**src/sv/gci_pkg.sv**
```systemverilog
// Shared types and constants for the Gouraud color interpolator.
`timescale 1ns / 1ps

package gci_pkg;

    typedef enum logic [3:0] {
        CMD_LOAD       = 4'd0,
        CMD_LEFT_SETUP = 4'd1,
        CMD_RIGHT_SETUP= 4'd2,
        CMD_SWAP       = 4'd3,
        CMD_SPAN_SETUP = 4'd4,
        CMD_SHADE      = 4'd5,
        CMD_STEP_SPAN  = 4'd6,
        CMD_STEP_LEFT  = 4'd7,
        CMD_STEP_RIGHT = 4'd8
    } t_cmd;

    localparam int COLOR_W  = 32;
    localparam int CHAN_W   = 8;
    localparam int LEN_W    = 14;
    localparam int CNT_W    = 13;
    localparam int IN_W     = 4 + 2 + 3 * CHAN_W + 2 + 2 + LEN_W + CNT_W;
    // bound on span lengths and step counts
    localparam int MAX_SPAN = 4096;

    // Classified command as held in the queue between front and back.
    typedef struct packed {
        logic [3:0]          cmd;
        logic                load_ok;
        logic [1:0]          vi;
        logic [CHAN_W-1:0]   r;
        logic [CHAN_W-1:0]   g;
        logic [CHAN_W-1:0]   b;
        logic [1:0]          sv;
        logic [1:0]          ev;
        logic signed [LEN_W-1:0] len;
        logic [CNT_W-1:0]    cnt;
    } t_item;

    typedef enum logic [2:0] {
        ST_IDLE,
        ST_DIV,
        ST_WRITE,
        ST_STEP,
        ST_OUT
    } t_state;

endpackage

```
**src/sv/gci_front.sv**
```systemverilog
// Front end: accepts commands, clamps lengths and counts, selects vertices.
`timescale 1ns / 1ps

module gci_front (
    input  logic                     i_clk,
    input  logic                     i_rst_n,
    input  logic                     i_valid,
    output logic                     o_ready,
    input  logic [gci_pkg::IN_W-1:0] i_data,
    output logic                     o_valid,
    input  logic                     i_ready,
    output gci_pkg::t_item           o_item
);
    localparam int DEPTH = 2;

    gci_pkg::t_item r_q [DEPTH];
    logic           r_wp, r_rp;
    logic [1:0]     r_cnt;
    gci_pkg::t_item w_item;

    logic [3:0]  w_cmd;
    logic [1:0]  w_vi, w_sv, w_ev;
    logic signed [gci_pkg::LEN_W-1:0] w_len;
    logic [gci_pkg::CNT_W-1:0] w_cnt;
    logic signed [gci_pkg::LEN_W:0] w_max;

    always_comb begin
        w_max = (gci_pkg::LEN_W+1)'(gci_pkg::MAX_SPAN);
        w_cmd = i_data[3:0];
        w_vi  = i_data[5:4];
        w_sv  = i_data[31:30];
        w_ev  = i_data[33:32];
        w_len = i_data[47:34];
        w_cnt = i_data[60:48];
        w_item.cmd     = w_cmd;
        w_item.load_ok = (w_vi != 2'd3);
        w_item.vi      = w_vi;
        w_item.r       = i_data[13:6];
        w_item.g       = i_data[21:14];
        w_item.b       = i_data[29:22];
        w_item.sv      = (w_sv == 2'd3) ? 2'd2 : w_sv;
        w_item.ev      = (w_ev == 2'd3) ? 2'd2 : w_ev;
        // clamp to +/- MAX_SPAN
        if ($signed({w_len[gci_pkg::LEN_W-1], w_len}) > w_max)
            w_item.len = w_max[gci_pkg::LEN_W-1:0];
        else if ($signed({w_len[gci_pkg::LEN_W-1], w_len}) < -w_max)
            w_item.len = gci_pkg::LEN_W'(-w_max);
        else
            w_item.len = w_len;
        if ({1'b0, w_cnt} > w_max)
            w_item.cnt = w_max[gci_pkg::CNT_W-1:0];
        else
            w_item.cnt = w_cnt;
    end

    assign o_ready = (r_cnt != 2'd2);
    assign o_valid = (r_cnt != 2'd0);
    assign o_item  = r_q[r_rp];

    always_ff @(posedge i_clk) begin
        if (i_valid && o_ready)
            r_q[r_wp] <= w_item;
    end

    always_ff @(posedge i_clk) begin
        if (!i_rst_n) begin
            r_wp  <= 1'b0;
            r_rp  <= 1'b0;
            r_cnt <= 2'd0;
        end else begin
            if (i_valid && o_ready) r_wp <= ~r_wp;
            if (o_valid && i_ready) r_rp <= ~r_rp;
            r_cnt <= r_cnt + 2'(i_valid && o_ready) - 2'(o_valid && i_ready);
        end
    end
endmodule

```
**config.mk**
```make
export PLATFORM = sky130hd
export DESIGN_NAME = gci_front
export DESIGN_NICKNAME = d
export VERILOG_FILES = /design/src/sv/gci_pkg.sv /design/src/sv/gci_front.sv
export SDC_FILE = /design/constraint.sdc
export NUM_CORES = 1
export LEC_CHECK = 0
export BUFFER_PORTS_ARGS = -buffer_cell sky130_fd_sc_hd__buf_4
export CAP_MARGIN = 10
export CORE_UTILIZATION = 53
export DETAILED_ROUTE_END_ITERATION = 7
export PLACE_DENSITY = 0.79
export SYNTH_ARGS = -nofsm -noshare
export SYNTH_HDL_FRONTEND = slang
export SYNTH_SLANG_ARGS = --single-unit
```
**constraint.sdc**
```tcl
create_clock -name i_clk -period 4.7 [get_ports i_clk]
set_input_delay 0.235 -clock i_clk [delete_from_list [all_inputs] [get_ports i_clk]]
set_output_delay 0.235 -clock i_clk [all_outputs]
set_load 0.02 [all_outputs]
```
; Word level (Yosys, flattened, before mapping)
; Memories as Yosys holds them, arrays and structs flattened. A register that Yosys moved wholly into a read port is not among the register bits.
; Cells that the tools add are included.
[classes]
addsub = 2
n_eq_ne = 4
mux = 9
n_bitwise = 2
n_reduce_logical = 3
n_lt_le_gt_ge = 3
[ops]
columns = op, n
row1 = $mux W14, 2
row2 = $gt A14 B14 Y1 const B, 1
row3 = $lt A14 B13 Y1 const B, 1
row4 = $gt A13 B13 Y1 const B, 1
row5 = $mux W13, 1
row6 = $eq A2 B2 Y1 const B, 2
row7 = $mux W1, 4
row8 = $mux W2, 2
row9 = $ne A2 B2 Y1 const B, 2
row10 = $add A2 B1 Y2, 1
row11 = $logic_and A1 B1 Y1, 2
row12 = $not A1 Y1, 2
row13 = $reduce_bool A2 Y1, 1
row14 = $sub A2 B1 Y2, 1
[totals]
n_memories = 1
regBits = 4
ramBits = 124
out_inout_bits = 64
wordCells = 27
[memory_table]
columns = name, words, width, rd, rd_clocked_by_memory_dff, wr, line
row1 = r_q, 2, 62, 1, 1, 1, gci_front.sv:16  ; gci_pkg::t_item r_q [DEPTH];

; Longest topological paths before layout
[depth]
ltp_word = 4
mapped_depth = 8
depth_no_buf = 8

; Least setup slack after synthesis
; No wires, ideal clock.
[synth_path]
path_type = register to register
start = reg r_cnt[0]
end = mem r_q[0][0] (netlist bit) (enable)
stages_incl_launch_ff = 4
t_arrival_ns = 3.351
path_slack_ns = 0.867
setup_time_ns = 0.482
path_cell_list = dfxtp_1 > nand2b_1 > nand2_1 > nor2_1
[synth_between]
elab_chain_len = 4
[synth_lines]
columns = item, line
row1 = "start, declared", gci_front.sv:18  ; logic [1:0] r_cnt;
row2 = "start signal, assigned", gci_front.sv:73  ; r_cnt <= r_cnt + 2'(i_valid && o_ready) - 2'(o_valid && i_ready);
row3 = $ne A2 B2 Y1, gci_front.sv:56  ; assign o_ready = (r_cnt != 2'd2);
row4 = net o_ready, gci_front.sv:8  ; output logic o_ready,
row5 = $logic_and A1 B1 Y1, gci_front.sv:61  ; if (i_valid && o_ready)
row6 = $mux W1, gci_front.sv:61
row7 = $mux W1 (implied by the code), gci_front.sv:62  ; r_q[r_wp] <= w_item;
row8 = "end, declared", gci_front.sv:16
; The timed path passes the listed nets, and every way through them passes these cells.

==> out/metrics.cfg <==
[synth]
ys_types=20
synthCells=252
synth_area_per_cell_um2=20.7
yosys_warnings=0
yosysSeqAreaShare_pct=73.3
async_reset_ff_share_pct=0
synth_area_mm2=0.00522
syn_nets=319
synth_seq_cells=129
synth-main-ff-cell=edfxtp_1
synth_edf_count=124

[clock_network]
clk_latency_ns=0.50
cts_buffer_depth=2
postCtsSetupRepairBufs=0
cts_buffers=17
clock-sinks=129
cts_tree=done
cts_resized=0
holdBufCountCts=34
root_buffer=clkbuf_8
h-tree-depth=4
clkTransAtPathRegs_ns=0.06

[sta]
fin_crit_sh_pct=56.4
fin_skew_ns=0.0120
fin_ws_ns=2.05
maxSlewHeadroom_pct=44.9
worstMarginPinSlew_ns=0.825
rsz0062_at_grt=no
period_needed_ns=2.65
hold_violations=0
setup_viol=0
fmax_mhz=377
drv_slew=0
finalSetupTns_ns=0

[hold_path]
hold_depth=2
min_from=i_data[42]
hold_class=primary input to flop
worstHoldEndpoint=r_q[0][21]

[grt]
grt_start_max_net_pins=35
grt_pass1_wl_um=14200
grt_overflow=0
track_usage_pct=19.5
antenna_found_initial=0
grt_pass1_vias=2837

[floorplan]
die-height_um=101
row_count=35
pin_count=129
die_area_mm2=0.0102
core_area_mm2=0.00937
start_util_pct=55.7
die_w_um=101

[worst_setup_path]
rrSetupSlack_ns=2.42
crit_path_start_kind=flop
critPathMaxFanout=33
timing.rr.start=r_cnt[0]
r2r_end=r_q[0][12]
r2r_cells=4
arrival_ns=2.42
endpoint_kind=output pin
required_ns=4.47
critPathKind=flop to output pin

[routing]
first_pass_iters=4
wl_um=9420
drc=0
drt_iter0_drc=69
num_vias=2736
wl_per_cell_um=16.7
vias_per_cell=4.84
antenna_left=0

[pwr]
ir_drop_mv=0.382
finalPower_mw=3.93
power_per_cell_area_mw_per_mm2=549
leakage_nw=2.84

[layout]
drive_gt1_share_pct=52.5
nNetsFinal=490
final_util_pct=76.3
syn_to_final_growth_pct=37.1
nFillCells=563
antenna_cells=0

[place]
hpwl_um=5900
io_buffer_count=128
place_ws_ns=2.38
gp_congestion=0.740

[flow_run]
drv_cap=0

[run_status]
status=finished clean

==> cells by family after synthesis <==
| logic type | synth area share [%] |
|---|---|
| mux | 17.9 |
| simple gates | 4.48 |
| fa+ha+maj | 0.480 |
| buf+inv | 3.05 |
| xor+xnor | 0.671 |
| compound gates | 0.144 |
| flops | 73.3 |
==> stage by stage <==
| step | hold WS [ns] | area [um^2] | cells |
|---|---|---|---|
| after floorplan | 0.334 | 5220 | 252 |
| after global placement | 0.421 | 6220 | 499 |
| after detailed placement | 0.424 | 6220 | 499 |
| after CTS | 0.00373 | 7150 | 565 |
| after global routing | 0.0116 | 7150 | 565 |
| final | 0.0390 | 7150 | 565 |
==> cells in the mapped netlist (2+ instances only) <==
cell type	instances	area share, %
and2_1	14	1.7
buf_12	6	2.3
clkbuf_1	5	0.36
dfxtp_1	5	1.9
edfxtp_1	124	71
ha_1	2	0.48
mux2_2	2	0.43
mux2_4	60	17
nand2_1	3	0.22
nand2b_1	2	0.24
nor2b_1	16	1.9
or2_2	2	0.24
xnor2_1	4	0.67
==> layout by cell type, fill, tap and decap left out, drive strengths merged, types with 2 or more instances in the layout <==
master       instances
dfxtp                5
clkbuf              19
ha                   2
edfxtp             124
nand2b               2
clkinvlp             3
nor2b               16
dlygate4sd3         34
nand2                3
and2                14
bufinv               3
xnor2                4
mux2                62
or2                  2
clkinv               6
inv                  2
buf                131
==> layout make-up <==
class,count,area (um^2),share of cell area [%]
tap,129,161,2.26
timing repair buffer,165,1320,18.5
clock inverter,13,163,2.27
multi-input combinational,109,1240,17.4
clock buffer,19,432,6.03
inverter,1,3.75,0.0525
sequential,129,3830,53.5
==> flip-flops by register name, summed over array words and instances, names as in the netlist, named ones only <==
signal  cells
r_rp        1
r_wp        1
r_cnt       2
r_q       124
==> power by group <==
part	total (mW)	switching (mW)	internal, mW
clock network	1.28	0.463	0.822
registers	1.54	0.0894	1.46
logic	1.10	0.530	0.571
total	3.93	1.08	2.85
==> worst max-delay path, stage by stage, from the launching register on <==
cell,delay [ns]
dfxtp_4,0.70
buf_4,0.60
mux2_2,0.40
buf_4,0.16
==> layer usage <==
layer / routed length, um / GRT usage, %
met5: 0 / 0
met4: 126 / 8.70
met3: 580 / 6.97
met2: 4760 / 32.3
met1: 3950 / 23.1
==> how the worst max path moves through the flow <==
stage	end	slack, ns
2_1_floorplan	r_q[0][0]	0.87
3_3_place_gp	r_q[0][2]	2.48
3_5_place_dp	r_q[0][2]	2.38
4_1_cts	o_item[0]	2.01
5_1_grt	o_item[0]	1.93
6_report	o_item[0]	2.05
(Power assumes the default switching activity.)
